**src/hw/rtl/smm_pkg.sv**
```systemverilog
// Shared constants, command codes and interface structs of the matrix multiplier.
`default_nettype none

package smm_pkg;

    localparam int DIM_DEFAULT = 8;
    localparam int IDX_W       = 3;
    localparam int DATA_W      = 8;
    localparam int PROD_W      = 2 * DATA_W;
    localparam int ADDR_W      = 2 * IDX_W;
    localparam int MEM_DEPTH   = 1 << ADDR_W;

    localparam logic [DATA_W-1:0] SAT_MAX = 8'd255;

    localparam logic [1:0] CMD_WRITE_A = 2'd0;
    localparam logic [1:0] CMD_WRITE_B = 2'd1;
    localparam logic [1:0] CMD_COMPUTE = 2'd2;

    // Commands from the controller to the datapath.
    typedef struct packed {
        logic              wr_a;
        logic              wr_b;
        logic              rd;
        logic              rd_first;
        logic              rd_last;
        logic [ADDR_W-1:0] rd_addr_a;
        logic [ADDR_W-1:0] rd_addr_b;
        logic              emit;
        logic [IDX_W-1:0]  emit_row;
        logic [IDX_W-1:0]  emit_col;
        logic              emit_last;
    } dp_cmd_t;

    // Status from the datapath to the controller.
    typedef struct packed {
        logic acc_done;
        logic out_free;
    } dp_status_t;

endpackage

`default_nettype wire

```
**src/hw/rtl/smm_ctrl.sv**
```systemverilog
// Controller state machine that sequences element loads and the compute sweep.
`default_nettype none

module smm_ctrl #(
    parameter int DIM = smm_pkg::DIM_DEFAULT
) (
    input  wire logic                      clk,
    input  wire logic                      rst_n,
    input  wire logic                      cmd_valid,
    input  wire logic [1:0]                command,
    input  wire logic [smm_pkg::IDX_W-1:0] row,
    input  wire logic [smm_pkg::IDX_W-1:0] col,
    output logic                           cmd_stall,
    output smm_pkg::dp_cmd_t               dp_cmd,
    input  wire smm_pkg::dp_status_t       dp_status
);

    localparam logic [smm_pkg::IDX_W-1:0] DIM_LAST = smm_pkg::IDX_W'(DIM - 1);
    localparam logic [smm_pkg::IDX_W:0]   DIM_W    = (smm_pkg::IDX_W + 1)'(DIM);

    typedef enum logic [2:0] {
        ST_IDLE  = 3'b001,
        ST_RUN   = 3'b010,
        ST_DRAIN = 3'b100
    } state_t;

    state_t                      state_reg, state_next;
    logic [smm_pkg::IDX_W-1:0]   i_reg, i_next;
    logic [smm_pkg::IDX_W-1:0]   j_reg, j_next;
    logic [smm_pkg::IDX_W-1:0]   k_reg, k_next;
    logic                        accept;
    logic                        in_range;

    assign cmd_stall = (state_reg != ST_IDLE);
    assign accept    = cmd_valid && !cmd_stall;
    assign in_range  = ({1'b0, row} < DIM_W) && ({1'b0, col} < DIM_W);

    always_comb
    begin
        state_next = state_reg;
        i_next     = i_reg;
        j_next     = j_reg;
        k_next     = k_reg;

        dp_cmd           = '0;
        dp_cmd.rd_addr_a = {i_reg, k_reg};
        dp_cmd.rd_addr_b = {k_reg, j_reg};
        dp_cmd.rd_first  = (k_reg == '0);
        dp_cmd.rd_last   = (k_reg == DIM_LAST);
        dp_cmd.emit_row  = i_reg;
        dp_cmd.emit_col  = j_reg;
        dp_cmd.emit_last = (i_reg == DIM_LAST) && (j_reg == DIM_LAST);

        case (state_reg)
            ST_IDLE:
            begin
                if (accept)
                begin
                    case (command)
                        smm_pkg::CMD_WRITE_A: dp_cmd.wr_a = in_range;
                        smm_pkg::CMD_WRITE_B: dp_cmd.wr_b = in_range;
                        smm_pkg::CMD_COMPUTE:
                        begin
                            i_next     = '0;
                            j_next     = '0;
                            k_next     = '0;
                            state_next = ST_RUN;
                        end
                        default: ;
                    endcase
                end
            end
            ST_RUN:
            begin
                dp_cmd.rd = 1'b1;
                if (k_reg == DIM_LAST)
                begin
                    k_next     = '0;
                    state_next = ST_DRAIN;
                end
                else
                begin
                    k_next = k_reg + 1'b1;
                end
            end
            ST_DRAIN:
            begin
                // The finished element moves to the output register once it is free.
                if (dp_status.acc_done && dp_status.out_free)
                begin
                    dp_cmd.emit = 1'b1;
                    if (dp_cmd.emit_last)
                    begin
                        state_next = ST_IDLE;
                    end
                    else
                    begin
                        state_next = ST_RUN;
                        if (j_reg == DIM_LAST)
                        begin
                            j_next = '0;
                            i_next = i_reg + 1'b1;
                        end
                        else
                        begin
                            j_next = j_reg + 1'b1;
                        end
                    end
                end
            end
            default:
            begin
                state_next = ST_IDLE;
            end
        endcase
    end

    always_ff @(posedge clk or negedge rst_n)
    begin
        if (!rst_n)
        begin
            state_reg <= ST_IDLE;
            i_reg     <= '0;
            j_reg     <= '0;
            k_reg     <= '0;
        end
        else
        begin
            state_reg <= state_next;
            i_reg     <= i_next;
            j_reg     <= j_next;
            k_reg     <= k_next;
        end
    end

endmodule

`default_nettype wire

```
**src/hw/rtl/smm_datapath.sv**
```systemverilog
// Datapath: operand stores, multiply-accumulate pipeline and output register.
`default_nettype none

module smm_datapath (
    input  wire logic                       clk,
    input  wire logic                       rst_n,
    input  wire logic [smm_pkg::IDX_W-1:0]  row,
    input  wire logic [smm_pkg::IDX_W-1:0]  col,
    input  wire logic [smm_pkg::DATA_W-1:0] element_value,
    input  wire smm_pkg::dp_cmd_t           dp_cmd,
    output smm_pkg::dp_status_t             dp_status,
    output logic                            res_valid,
    input  wire logic                       res_stall,
    output logic [smm_pkg::IDX_W-1:0]       out_row,
    output logic [smm_pkg::IDX_W-1:0]       out_col,
    output logic [smm_pkg::DATA_W-1:0]      product_value,
    output logic                            last
);

    logic [smm_pkg::DATA_W-1:0] mem_a [smm_pkg::MEM_DEPTH];
    logic [smm_pkg::DATA_W-1:0] mem_b [smm_pkg::MEM_DEPTH];
    logic [smm_pkg::MEM_DEPTH-1:0] a_vld_reg;
    logic [smm_pkg::MEM_DEPTH-1:0] b_vld_reg;
    logic [smm_pkg::ADDR_W-1:0]    wr_addr;

    logic [smm_pkg::DATA_W-1:0] a_rd_reg;
    logic [smm_pkg::DATA_W-1:0] b_rd_reg;
    logic                       a_hit_reg;
    logic                       b_hit_reg;
    logic                       s1_vld_reg, s1_first_reg, s1_last_reg;

    logic [smm_pkg::PROD_W-1:0] prod_reg;
    logic                       s2_vld_reg, s2_first_reg, s2_last_reg;

    logic [smm_pkg::DATA_W-1:0]   acc_reg;
    logic                         acc_done_reg;
    logic [smm_pkg::DATA_W-1:0]   acc_base;
    logic [smm_pkg::PROD_W:0]     acc_sum;
    logic [smm_pkg::DATA_W-1:0]   acc_sat;
    logic [smm_pkg::DATA_W-1:0]   op_a;
    logic [smm_pkg::DATA_W-1:0]   op_b;

    logic                       res_valid_reg;
    logic [smm_pkg::IDX_W-1:0]  out_row_reg;
    logic [smm_pkg::IDX_W-1:0]  out_col_reg;
    logic [smm_pkg::DATA_W-1:0] product_reg;
    logic                       last_reg;

    assign wr_addr = {row, col};

    // Store arrays; an entry never written since reset enters the multiplier as zero.
    always_ff @(posedge clk)
    begin
        if (dp_cmd.wr_a)
        begin
            mem_a[wr_addr] <= element_value;
        end
        if (dp_cmd.wr_b)
        begin
            mem_b[wr_addr] <= element_value;
        end
        a_rd_reg <= mem_a[dp_cmd.rd_addr_a];
        b_rd_reg <= mem_b[dp_cmd.rd_addr_b];
    end

    always_ff @(posedge clk or negedge rst_n)
    begin
        if (!rst_n)
        begin
            a_vld_reg <= '0;
            b_vld_reg <= '0;
            a_hit_reg <= 1'b0;
            b_hit_reg <= 1'b0;
        end
        else
        begin
            if (dp_cmd.wr_a)
            begin
                a_vld_reg[wr_addr] <= 1'b1;
            end
            if (dp_cmd.wr_b)
            begin
                b_vld_reg[wr_addr] <= 1'b1;
            end
            a_hit_reg <= a_vld_reg[dp_cmd.rd_addr_a];
            b_hit_reg <= b_vld_reg[dp_cmd.rd_addr_b];
        end
    end

    assign op_a = a_hit_reg ? a_rd_reg : '0;
    assign op_b = b_hit_reg ? b_rd_reg : '0;

    always_ff @(posedge clk)
    begin
        prod_reg <= op_a * op_b;
    end

    // The first term of an element starts from zero rather than the old total.
    assign acc_base = s2_first_reg ? '0 : acc_reg;
    assign acc_sum  = (smm_pkg::PROD_W + 1)'(acc_base) + (smm_pkg::PROD_W + 1)'(prod_reg);
    assign acc_sat  = (acc_sum > (smm_pkg::PROD_W + 1)'(smm_pkg::SAT_MAX))
                      ? smm_pkg::SAT_MAX : acc_sum[smm_pkg::DATA_W-1:0];

    always_ff @(posedge clk)
    begin
        if (s2_vld_reg)
        begin
            acc_reg <= acc_sat;
        end
        if (dp_cmd.emit)
        begin
            out_row_reg <= dp_cmd.emit_row;
            out_col_reg <= dp_cmd.emit_col;
            product_reg <= acc_reg;
            last_reg    <= dp_cmd.emit_last;
        end
    end

    always_ff @(posedge clk or negedge rst_n)
    begin
        if (!rst_n)
        begin
            s1_vld_reg    <= 1'b0;
            s1_first_reg  <= 1'b0;
            s1_last_reg   <= 1'b0;
            s2_vld_reg    <= 1'b0;
            s2_first_reg  <= 1'b0;
            s2_last_reg   <= 1'b0;
            acc_done_reg  <= 1'b0;
            res_valid_reg <= 1'b0;
        end
        else
        begin
            s1_vld_reg   <= dp_cmd.rd;
            s1_first_reg <= dp_cmd.rd_first;
            s1_last_reg  <= dp_cmd.rd_last;
            s2_vld_reg   <= s1_vld_reg;
            s2_first_reg <= s1_first_reg;
            s2_last_reg  <= s1_last_reg;

            if (dp_cmd.emit)
            begin
                acc_done_reg <= 1'b0;
            end
            else if (s2_vld_reg && s2_last_reg)
            begin
                acc_done_reg <= 1'b1;
            end

            if (dp_cmd.emit)
            begin
                res_valid_reg <= 1'b1;
            end
            else if (!res_stall)
            begin
                res_valid_reg <= 1'b0;
            end
        end
    end

    assign dp_status.acc_done = acc_done_reg;
    assign dp_status.out_free = !res_valid_reg || !res_stall;

    assign res_valid     = res_valid_reg;
    assign out_row       = out_row_reg;
    assign out_col       = out_col_reg;
    assign product_value = product_reg;
    assign last          = last_reg;

endmodule

`default_nettype wire

```
**src/hw/rtl/saturating_matrix_multiplier.sv**
```systemverilog
// Top level of the saturating matrix multiplier: controller plus datapath.
//
//  Channel   Handshake              Payload
//  cmd       cmd_valid / cmd_stall  command, row, col, element_value
//  res       res_valid / res_stall  out_row, out_col, product_value, last
//
// A load transfer does not stall the command channel; the next one can follow at once.
// A compute transfer yields DIM*DIM results, one after another, paced by the single
// multiply-accumulate unit fed through the registered store reads.
// Reset clears per-entry valid bits at once, so no clearing pass is needed.
// While res_stall holds a result, the next finished element waits in the accumulator.
`default_nettype none

module saturating_matrix_multiplier #(
    parameter int DIM = smm_pkg::DIM_DEFAULT
) (
    input  wire logic                       clk,
    input  wire logic                       rst_n,
    input  wire logic                       cmd_valid,
    output logic                            cmd_stall,
    input  wire logic [1:0]                 command,
    input  wire logic [smm_pkg::IDX_W-1:0]  row,
    input  wire logic [smm_pkg::IDX_W-1:0]  col,
    input  wire logic [smm_pkg::DATA_W-1:0] element_value,
    output logic                            res_valid,
    input  wire logic                       res_stall,
    output logic [smm_pkg::IDX_W-1:0]       out_row,
    output logic [smm_pkg::IDX_W-1:0]       out_col,
    output logic [smm_pkg::DATA_W-1:0]      product_value,
    output logic                            last
);

    smm_pkg::dp_cmd_t    dp_cmd;
    smm_pkg::dp_status_t dp_status;

    smm_ctrl #(
        .DIM (DIM)
    ) u_ctrl (
        .clk       (clk),
        .rst_n     (rst_n),
        .cmd_valid (cmd_valid),
        .command   (command),
        .row       (row),
        .col       (col),
        .cmd_stall (cmd_stall),
        .dp_cmd    (dp_cmd),
        .dp_status (dp_status)
    );

    smm_datapath u_datapath (
        .clk           (clk),
        .rst_n         (rst_n),
        .row           (row),
        .col           (col),
        .element_value (element_value),
        .dp_cmd        (dp_cmd),
        .dp_status     (dp_status),
        .res_valid     (res_valid),
        .res_stall     (res_stall),
        .out_row       (out_row),
        .out_col       (out_col),
        .product_value (product_value),
        .last          (last)
    );

endmodule

`default_nettype wire

```
**config.mk**
```make
export PLATFORM = sky130hd
export DESIGN_NAME = saturating_matrix_multiplier
export DESIGN_NICKNAME = d
export VERILOG_FILES = /design/src/hw/rtl/smm_pkg.sv /design/src/hw/rtl/smm_ctrl.sv /design/src/hw/rtl/smm_datapath.sv /design/src/hw/rtl/saturating_matrix_multiplier.sv
export SDC_FILE = /design/constraint.sdc
export NUM_CORES = 1
export LEC_CHECK = 0
export BUFFER_PORTS_ARGS = -buffer_cell sky130_fd_sc_hd__clkbuf_2
export CAP_MARGIN = 20
export CORE_MARGIN = 1.5
export CORE_UTILIZATION = 60
export CTS_CLUSTER_SIZE = 24
export DETAILED_ROUTE_END_ITERATION = 10
export PLACE_DENSITY = 0.76
export RECOVER_POWER = 50
export SYNTH_ARGS = -nofsm -noshare
export SYNTH_HDL_FRONTEND = slang
export SYNTH_SLANG_ARGS = --single-unit
```
**constraint.sdc**
```tcl
create_clock -name clk -period 9 [get_ports clk]
set_input_delay 0 -clock clk [delete_from_list [all_inputs] [get_ports clk]]
set_output_delay 0 -clock clk [all_outputs]
set_load 0.1 [all_outputs]
```
# == Yosys cells after proc, flatten, opt, wreduce, memory -nomap -nowiden ==
# Memories as Yosys holds them, arrays and structs flattened. A register that Yosys moved wholly into a read port is not among the register bits.
# Cells that the tools add are included.
# Widths: inputs -> output; s select.
# word_totals
wordCells,112
mem_count,2
ramBits,1024
register_bits,189
# classes
n_reduce_logical,18
bitwise_logic,2
muxes,42
eq_ne,16
magnitude_cmp,5
multipliers,1
n_addsub,4
# memory_table
memory,words,width,rd,rd_clocked_by_memory_dff,write_ports,line_no,rtl
u_datapath.mem_a,64,8,1,1,1,smm_datapath.sv:20,logic [smm_pkg::DATA_W-1:0] mem_a [smm_pkg::MEM_DEPTH];
u_datapath.mem_b,64,8,1,1,1,smm_datapath.sv:21,logic [smm_pkg::DATA_W-1:0] mem_b [smm_pkg::MEM_DEPTH];
# ops
cell,count
$or 64x64->64,2
$mux 3,13
$mux 8,3
$lt 6x7->1 const B,3
$pmux 3 s2,3
$add 8x16->17,1
$gt 17x8->1 const B,1
$mul 8x8->16,1
$mux 1,16
$bmux 1 s6,2
$eq 3x3->1 const B,4
$ne 2x1->1 const B,5
$add 3x1->3 const B,3
$pmux 3 s3,1
$demux 1 s6,1
$ge 6x1->1 const B,1
$mux 2,3
$reduce_and 6->1,1
$reduce_bool 2->1,3
$logic_and 1x1->1,5
$reduce_and 5->1,1
$ne 2x2->1 const B,2
$reduce_and 4->1,1
$eq 3x1->1 const B,1
other kinds (9),11

# == Depth between registers and ports, before layout ==
# Gate-level depths: netlist (run 1).
# logic_depth
word_depth,7
mapped_depth,19
depth_no_buf,17

# == Modules after synthesis ==
# Synthesis (run 1) repeated with hierarchy kept, for this count alone.
# hier_totals
cells_unflattened,2459
area_unflattened_um2,49527.5
# modules_own_cells
mod,n_inst,seq_area_each_um2,cells_per_inst,area_per_inst_um2
smm_datapath,1,35534.1,2381,48694.2
smm_ctrl,1,301.5,78,833.3

# == Least setup slack after synthesis (run 1) ==
# OpenSTA, ideal clock, no wires.
# synth_timing
kind,register -> register
start,reg u_datapath.b_hit_reg
end,reg u_datapath.prod_reg[15] (netlist bit)
path_stages_with_launch,18
setup_slack_ps,4440
setup_ps,121
period_less_slack_ps,4560
arrival_ps,4439
path_buffers,2
cell_sequence,dfrtp_1 > clkbuf_1 > clkbuf_1 > nand2_1 > nor2_1 > fa_1 > fa_1 > fa_1 > inv_1 > fa_1 > inv_1 > ha_1 > or2_2 > a21oi_1 > a21oi_1 > a211oi_1 > a21oi_1 > xnor2_1
# synth_between
elab_chain_len,2
# synth_rtl
item,line_no,rtl
from (decl),smm_datapath.sv:29,logic b_hit_reg;
from (signal assigned),smm_datapath.sv:86,b_hit_reg <= b_vld_reg[dp_cmd.rd_addr_b];
$mux 8,smm_datapath.sv:91,assign op_b = b_hit_reg ? b_rd_reg : '0;
$mul 8x8->16,smm_datapath.sv:95,prod_reg <= op_a * op_b;
to (signal assigned),smm_datapath.sv:95,
to (decl),smm_datapath.sv:32,logic [smm_pkg::PROD_W-1:0] prod_reg;
# No other way between the ends.
# A chain may end at the register's enable or synchronous reset.

==> results of run 1 <==
## power groups by stage
stage          combinational (mW)  sequential [mW]  clock [mW]
2_1_floorplan               0.931             6.46           0
3_3_place_gp                 1.24             6.54           0
3_5_place_dp                 1.26             6.55           0
4_1_cts                      1.27             6.43        4.99
5_1_grt                      1.34             6.46        5.22
6_report                     1.27             6.44        4.94
## worst min path at each step
stage,end,slack [ns],cells past startpoint
after floorplan,u_ctrl.i_reg[0]$_DFFE_PN0P_,-0.30,0
final,u_datapath.res_valid$_DFFE_PN0P_,0.14,4
after global placement,u_datapath.a_vld_reg[27]$_DFFE_PN0P_,0.20,1
after CTS,u_ctrl.state_reg[0]$_DFFE_PN1P_,0.01,4
after global routing,u_ctrl.state_reg[0]$_DFFE_PN1P_,0.16,4
after detailed placement,u_datapath.a_vld_reg[31]$_DFFE_PN0P_,0.22,1
## tightest hold or removal path: stages
cell and delay [ns]:
sky130_fd_sc_hd__dlygate4sd3_1 0.52, sky130_fd_sc_hd__clkbuf_2 0.10, sky130_fd_sc_hd__nand2_1 0.07, sky130_fd_sc_hd__o21ai_0 0.08
## layout make-up
type | count | area, um2 | area share
repair buffers | 74 | 453 | 0.00829
clock inverters | 52 | 569 | 0.0104
inverters | 68 | 255 | 0.00467
multi-input cells | 1053 | 12800 | 0.235
clock buffers | 166 | 3330 | 0.0610
flip-flops and latches | 1229 | 35800 | 0.656
well taps | 1070 | 1340 | 0.0245
## per-layer routing
layer	routed length [um]	vias up	track usage
li1	-	9979	-
met1	42400	12785	0.372
met2	51900	1216	0.407
met3	9730	189	0.0568
met4	2940	4	0.0784
met5	27	-	0
## cells by family after synthesis
family          after synthesis  synth area share
fa+ha+maj                    88            0.0279
flops                      1229             0.725
compound gates               94            0.0141
simple gates                491            0.0498
buf+inv                     183            0.0153
xor+xnor                     16           0.00284
mux                         364             0.165
## Yosys cell counts, drive strengths merged, types with 2 or more instances
cell type | count | area [um2]
edfxtp | 1047 | 31400
mux4 | 360 | 8110
nor2 | 193 | 724
dfrtp | 149 | 3730
or2 | 141 | 882
inv | 68 | 255
buf | 61 | 299
clkbuf | 54 | 203
nand2 | 52 | 195
ha | 51 | 638
fa | 37 | 741
a22oi | 36 | 270
dfxtp | 32 | 641
nand3 | 24 | 120
nand4 | 16 | 100
nor2b | 15 | 93.8
o21ai | 14 | 73.8
a21oi | 12 | 60.1
xnor2 | 12 | 105
and2 | 9 | 56.3
nand3b | 8 | 60.1
nor3 | 6 | 30.0
nand2b | 5 | 31.3
or3 | 5 | 31.3
a211oi | 4 | 30.0
a22o | 4 | 35.0
and3 | 4 | 25.0
xor2 | 4 | 35.0
mux2 | 3 | 33.8
nor3b | 3 | 22.5
o211ai | 3 | 22.5
o21a | 3 | 22.5
or3b | 3 | 26.3
a211o | 2 | 17.5
a21boi | 2 | 15.0
a21o | 2 | 15.0
nand4b | 2 | 17.5
nor4b | 2 | 17.5
o41ai | 2 | 17.5
## repair_timing
| action | in CTS | in global routing |
|---|---|---|
| hold buffers | 10 | 0 |
| resized for setup | 0 | 0 |
| hold endpoints to repair | 459 | 0 |
## metrics by stage
stage	utilization	instance area (um2)	setup slack [ns]	total power [mW]
6_report	0.667	54600	3.49	12.6
5_1_grt	0.667	54600	2.47	13.0
4_1_cts	0.668	54700	4.04	12.7
3_5_place_dp	0.619	50700	4.07	7.81
3_3_place_gp	0.619	50700	4.19	7.78
2_1_floorplan	-	49400	4.44	7.39
==> flow_summary.json, run 1 <==
{
  "synth_cell_type_count": 61,
  "grt_pass1_vias": 24675,
  "start_kind": "primary input",
  "critPathBufInv": 2,
  "timing.hold.worst.class": "in -> reg",
  "globalRoute.totalOverflow": 0,
  "switching_share": 0.229,
  "clock.fmax_ghz": 0.182,
  "floorplan.die_area_um2": 84100,
  "wl_per_cell_um": 28.8,
  "worst_setup_hold_path_clk_slew_ns": 0.06,
  "violated_checks": "capacitance limit, slew limit",
  "layout_cells_excl_fill": 3712,
  "finalCriticalPeriod_ns": 5.51,
  "max_slew_margin": -3.05,
  "ctsLongestPathBuffers": 3,
  "vdd_ir_drop_max_mv": 0.158,
  "tightest_slew_ns": 6.08,
  "post_synth_inst_count": 2465,
  "port_buffers": 36,
  "grt_usage": 0.259,
  "critical_path.cell_chain": "dlygate4sd3_1 -> clkbuf_1",
  "grt_antenna_before_repair": 2,
  "die_x_um": 290,
  "avgSynthCellArea_um2": 20.0,
  "drt-initial-drc-count": 2806,
  "power.share.combinational": 0.100,
  "post_drt_via_cell_ratio": 6.51,
  "crit-reg2reg-launch": "u_ctrl.k_reg[1]$_DFFE_PN0P_",
  "yosys_reg_bits": 1229,
  "grt_setup_unrepaired": "false",
  "critPathArrivalTime_ns": 4.82,
  "dp_hpwl_um": 64500,
  "ctsHtreeMaxLevel": 3,
  "cts_tree": "yes",
  "commonest_non_fill_non_tap_cells_in_the_layout": "sky130_fd_sc_hd__edfxtp_1, sky130_fd_sc_hd__mux4_2, sky130_fd_sc_hd__nor2_1, sky130_fd_sc_hd__dfrtp_1, sky130_fd_sc_hd__or2_2",
  "crit_path_max_incr_delay_ns": 4.20,
  "totalNegativeSetupSlack_ns": 0,
  "worst-path-max-fanout": 93,
  "p_per_area_nw_per_um2": 232,
  "ant_nets": 0,
  "internal_power_mw": 9.76,
  "syn-num-nets": 2573,
  "critical_path.slowest_cell": "sky130_fd_sc_hd__clkbuf_1",
  "reg2regPathDepth": 6,
  "critPathTopFamily": "buffers and inverters",
  "clockRootBuffer": "sky130_fd_sc_hd__clkbuf_16",
  "core-area_um2": 81800,
  "min-delay-start": "res_stall",
  "worst_case_hold_slack_ns": 0.139,
  "std_cell_rows": 105,
  "largest_net_degree_at_the_start_of_global_routing": 97,
  "post_cts.repair.setup_buffers": 0,
  "clk_latency_ns": 0.69,
  "timing.critical_path.from": "rst_n",
  "final-hold-violation-count": 0,
  "critical_path_required_ns": 8.32,
  "grt_pass1_wl_um": 161000,
  "num-nets-final": 2650,
  "setup_viol": 0,
  "seq_power_share": 0.509,
  "number_of_synthesized_flops_with_an_enable_pin": 1047,
  "drv_cap": 22,
  "vertical_extent_of_the_die_um": 290,
  "drc_violations_left": 0,
  "drt_first_pass_iters": 6,
  "drive_gt1_frac": 0.275,
  "r2r_end": "u_datapath.a_rd_reg[6]$_DFF_P_",
  "ff2ff_setup_slack_ns": 3.67,
  "num-fill-cells": 5099,
  "synth-warning-count": 0,
  "clock_power_share": 0.391,
  "syn_to_final_growth_pct": 10.5,
  "synthesis.area_um2": 49400,
  "maxSlewViolCount": 1357,
  "yosysSeqAreaShare": 0.725,
  "critical_path.endpoint_type": "asynchronous set/reset pin",
  "ioPinCount": 37,
  "cellLeakagePower_nw": 18.5,
  "clock_sinks": 1229,
  "placed_cells": 3482,
  "layout_top_registers": "u_datapath.mem_a: 512 flops, u_datapath.mem_b: 512 flops",
  "totalWireLength_um": 107000,
  "outcome": "finished, violations left",
  "post_route_clock_skew_ns": 0.0323,
  "worst-path-stages": 2,
  "dr_total_vias": 24173,
  "initial_core_util": 0.604,
  "asyncSetResetFlopFracSynth": 0.122,
  "crit_end": "u_datapath.b_vld_reg[40]$_DFFE_PN0P_",
  "most_common_cell_after_layout_fill_and_taps_aside": "sky130_fd_sc_hd__edfxtp_1",
  "switchingPower_mw": 2.89,
  "timing.final.crit_share": 0.612,
  "cts-buffers-inserted": 116,
  "num_antenna_cells": 0,
  "replace_congestion": 0.875,
  "synthFlopType": "sky130_fd_sc_hd__edfxtp_1",
  "crit_path_category": "in -> async"
}
Note: power is estimated with default switching activity, not from simulation.
==> run 2: changes to the inputs <==
- clock period: 9 -> 5.6 ns (I/O delays scaled with it)
==> run 2 against run 1 <==
The run still ends with capacitance limit, slew limit left. Power up 61%. Sequential power up 61%. Global-route usage up 0.27 points. Critical path type is now reg -> reg. Clock power up 60%. Register-to-register slack worse by 3.1 ns. First-iteration DRC count up 0.78%.
==> flow_summary.json, run 2 (synthesized netlist as in run 1, its figures left out) <==
{
  "num-nets-final": 2651,
  "post_cts.repair.setup_buffers": 0,
  "ctsLongestPathBuffers": 3,
  "syn_to_final_growth_pct": 10.7,
  "routed-wl-met2_um": 52900,
  "violated_checks": "capacitance limit, slew limit",
  "drt_first_pass_iters": 7,
  "cellLeakagePower_nw": 18.5,
  "dp_hpwl_um": 65300,
  "replace_congestion": 0.843,
  "layout_cells_excl_fill": 3715,
  "finalCriticalPeriod_ns": 5.03,
  "dr_total_vias": 24185,
  "floorplan.die_area_um2": 84100,
  "grt_setup_unrepaired": "false",
  "placed_area_um2": 50700,
  "vdd_ir_drop_max_mv": 0.275,
  "finish.utilization": 0.668,
  "grt_pass1_wl_um": 162000,
  "placed_cells": 3479,
  "timing.final.crit_share": 0.899,
  "grt_pass1_vias": 24837,
  "switchingPower_mw": 4.64,
  "tightest_slew_ns": 4.07,
  "drive_gt1_frac": 0.275,
  "wl_per_cell_um": 29.1,
  "internal_power_mw": 15.7,
  "crit_path_category": "reg -> reg",
  "worst_setup_hold_path_clk_slew_ns": 0.06,
  "cts_tree": "yes",
  "totalNegativeSetupSlack_ns": 0,
  "port_buffers": 36,
  "grt_usage": 0.262,
  "final-hold-violation-count": 0,
  "critical_path.endpoint_type": "flop",
  "most_common_cell_after_layout_fill_and_taps_aside": "sky130_fd_sc_hd__edfxtp_1",
  "drv_cap": 18,
  "timing.hold.worst.class": "in -> reg",
  "ff2ff_setup_slack_ns": 0.57,
  "seq_power_share": 0.510,
  "initial_core_util": 0.604,
  "ioPinCount": 37,
  "largest_net_degree_at_the_start_of_global_routing": 111,
  "critPathArrivalTime_ns": 5.61,
  "post_route_clock_skew_ns": 0.0352,
  "drc_violations_left": 0,
  "p_per_area_nw_per_um2": 371,
  "totalWireLength_um": 108000,
  "start_kind": "flop",
  "ctsHtreeMaxLevel": 3,
  "max_slew_margin": -1.71,
  "die_x_um": 290,
  "highest-signal-layer": "met4",
  "commonest_non_fill_non_tap_cells_in_the_layout": "sky130_fd_sc_hd__edfxtp_1, sky130_fd_sc_hd__mux4_2, sky130_fd_sc_hd__nor2_1, sky130_fd_sc_hd__dfrtp_1, sky130_fd_sc_hd__or2_2",
  "setup_viol": 0,
  "critical_path.slowest_cell": "sky130_fd_sc_hd__dfrtp_1",
  "maxSlewViolCount": 1119,
  "worst-path-max-fanout": 29,
  "core-area_um2": 81800,
  "num_antenna_cells": 0,
  "clockRootBuffer": "sky130_fd_sc_hd__clkbuf_16",
  "post_drt_via_cell_ratio": 6.51,
  "critical_path.cell_chain": "nand2_1 -> nor2_1 -> fa_1 -> fa_1 -> fa_1 -> inv_1 -> fa_1 -> inv_1 -> ha_1 -> or2_2 -> o311a_1 -> a41o_1 -> o41ai_1 -> xnor2_1",
  "fin_area_um2": 54700,
  "outcome": "finished, violations left",
  "std_cell_rows": 105,
  "m1_wire_length_um": 43200,
  "crit_path_max_incr_delay_ns": 0.85,
  "critical_path_required_ns": 6.18,
  "vertical_extent_of_the_die_um": 290,
  "globalRoute.totalOverflow": 0,
  "switching_share": 0.229,
  "ant_nets": 0,
  "grt_antenna_before_repair": 1,
  "clock.fmax_ghz": 0.199,
  "power.share.combinational": 0.100,
  "clock_power_share": 0.390,
  "layout_top_registers": "u_datapath.mem_a: 512 flops, u_datapath.mem_b: 512 flops",
  "drt-initial-drc-count": 2828,
  "clk_latency_ns": 0.69,
  "met3_length_um": 9140,
  "worst_path_most_repeated_cell": "sky130_fd_sc_hd__fa_1",
  "clock_sinks": 1229,
  "cts-buffers-inserted": 115
}
run 2: cell count changes in the layout (fill, tap and decap cells not counted), sizes merged, moves of 2 or more:
cell	delta
buf	-2
bufinv	+2
clkbuf	-5
clkinv	+5
run 2: repair_timing:
action                                  CTS  global route
resized for setup                         0             0
endpoints found under the setup margin    0             0
hold buffers                             12             0
hold endpoints to repair                444             0
run 2: path summary, 6_finish.rpt:
path / to / from / cells after the start
worst max-delay path: u_datapath.prod_reg[14]$_DFF_P_ / u_datapath.a_hit_reg$_DFF_PN0_ / 14
worst min-delay path: u_ctrl.state_reg[0]$_DFFE_PN1P_ / command[1] / 4
worst max register to register: u_datapath.prod_reg[14]$_DFF_P_ / u_datapath.a_hit_reg$_DFF_PN0_ / 14
worst min register to register: u_datapath.s2_vld_reg$_DFF_PN0_ / u_datapath.s1_vld_reg$_DFF_PN0_ / 0
max in group asynchronous: u_datapath.b_hit_reg$_DFF_PN0_ / rst_n / 4
min in group asynchronous: u_ctrl.state_reg[0]$_DFFE_PN1P_ / rst_n / 3
run 2: final cells by class:
cell class / count / area [um2]
inverter: 68 / 255
clock buffer: 159 / 3240
tap: 1070 / 1340
multi-input combinational: 1053 / 12800
fill: 5120 / 27200
timing repair buffer: 76 / 537
clock inverter: 60 / 643
sequential: 1229 / 35900
run 2: metal layers:
| layer | up-vias | GRT usage |
|---|---|---|
| met1 | 12813 | 0.378 |
| met2 | 1211 | 0.415 |
| met4 | 0 | 0.0778 |
| met5 | - | 0 |
| li1 | 9985 | - |
| met3 | 176 | 0.0510 |
run 2: critical path, delay by kind of cell, from the launching register on:
family                   cells  cell delay (ns)
AO/OA/AOI/OAI                3             0.69
XOR/XNOR                     1             0.17
adder cells (fa/ha/maj)      5             2.25
buffers and inverters        2             0.09
flip-flops                   1             0.85
AND/OR/NAND/NOR              3             0.89
run 2: power by group through the flow:
stage	combinational (mW)	clock [mW]	sequential [mW]
after floorplan	1.50	0	10.4
after global placement	1.99	0	10.5
after detailed placement	2.03	0	10.5
after CTS	2.05	8.01	10.4
after global routing	2.15	8.34	10.4
final	2.03	7.92	10.4
run 2: through the flow:
stage / power [mW] / hold slack [ns] / worst slack (ns)
CTS: 20.4 / 0.00707 / 0.577
global route: 20.9 / 0.141 / 0.223
global placement: 12.5 / 0.0521 / 0.728
finish: 20.3 / 0.0201 / 0.567
floorplan: 11.9 / -0.296 / 1.04
detailed placement: 12.6 / 0.0754 / 0.609
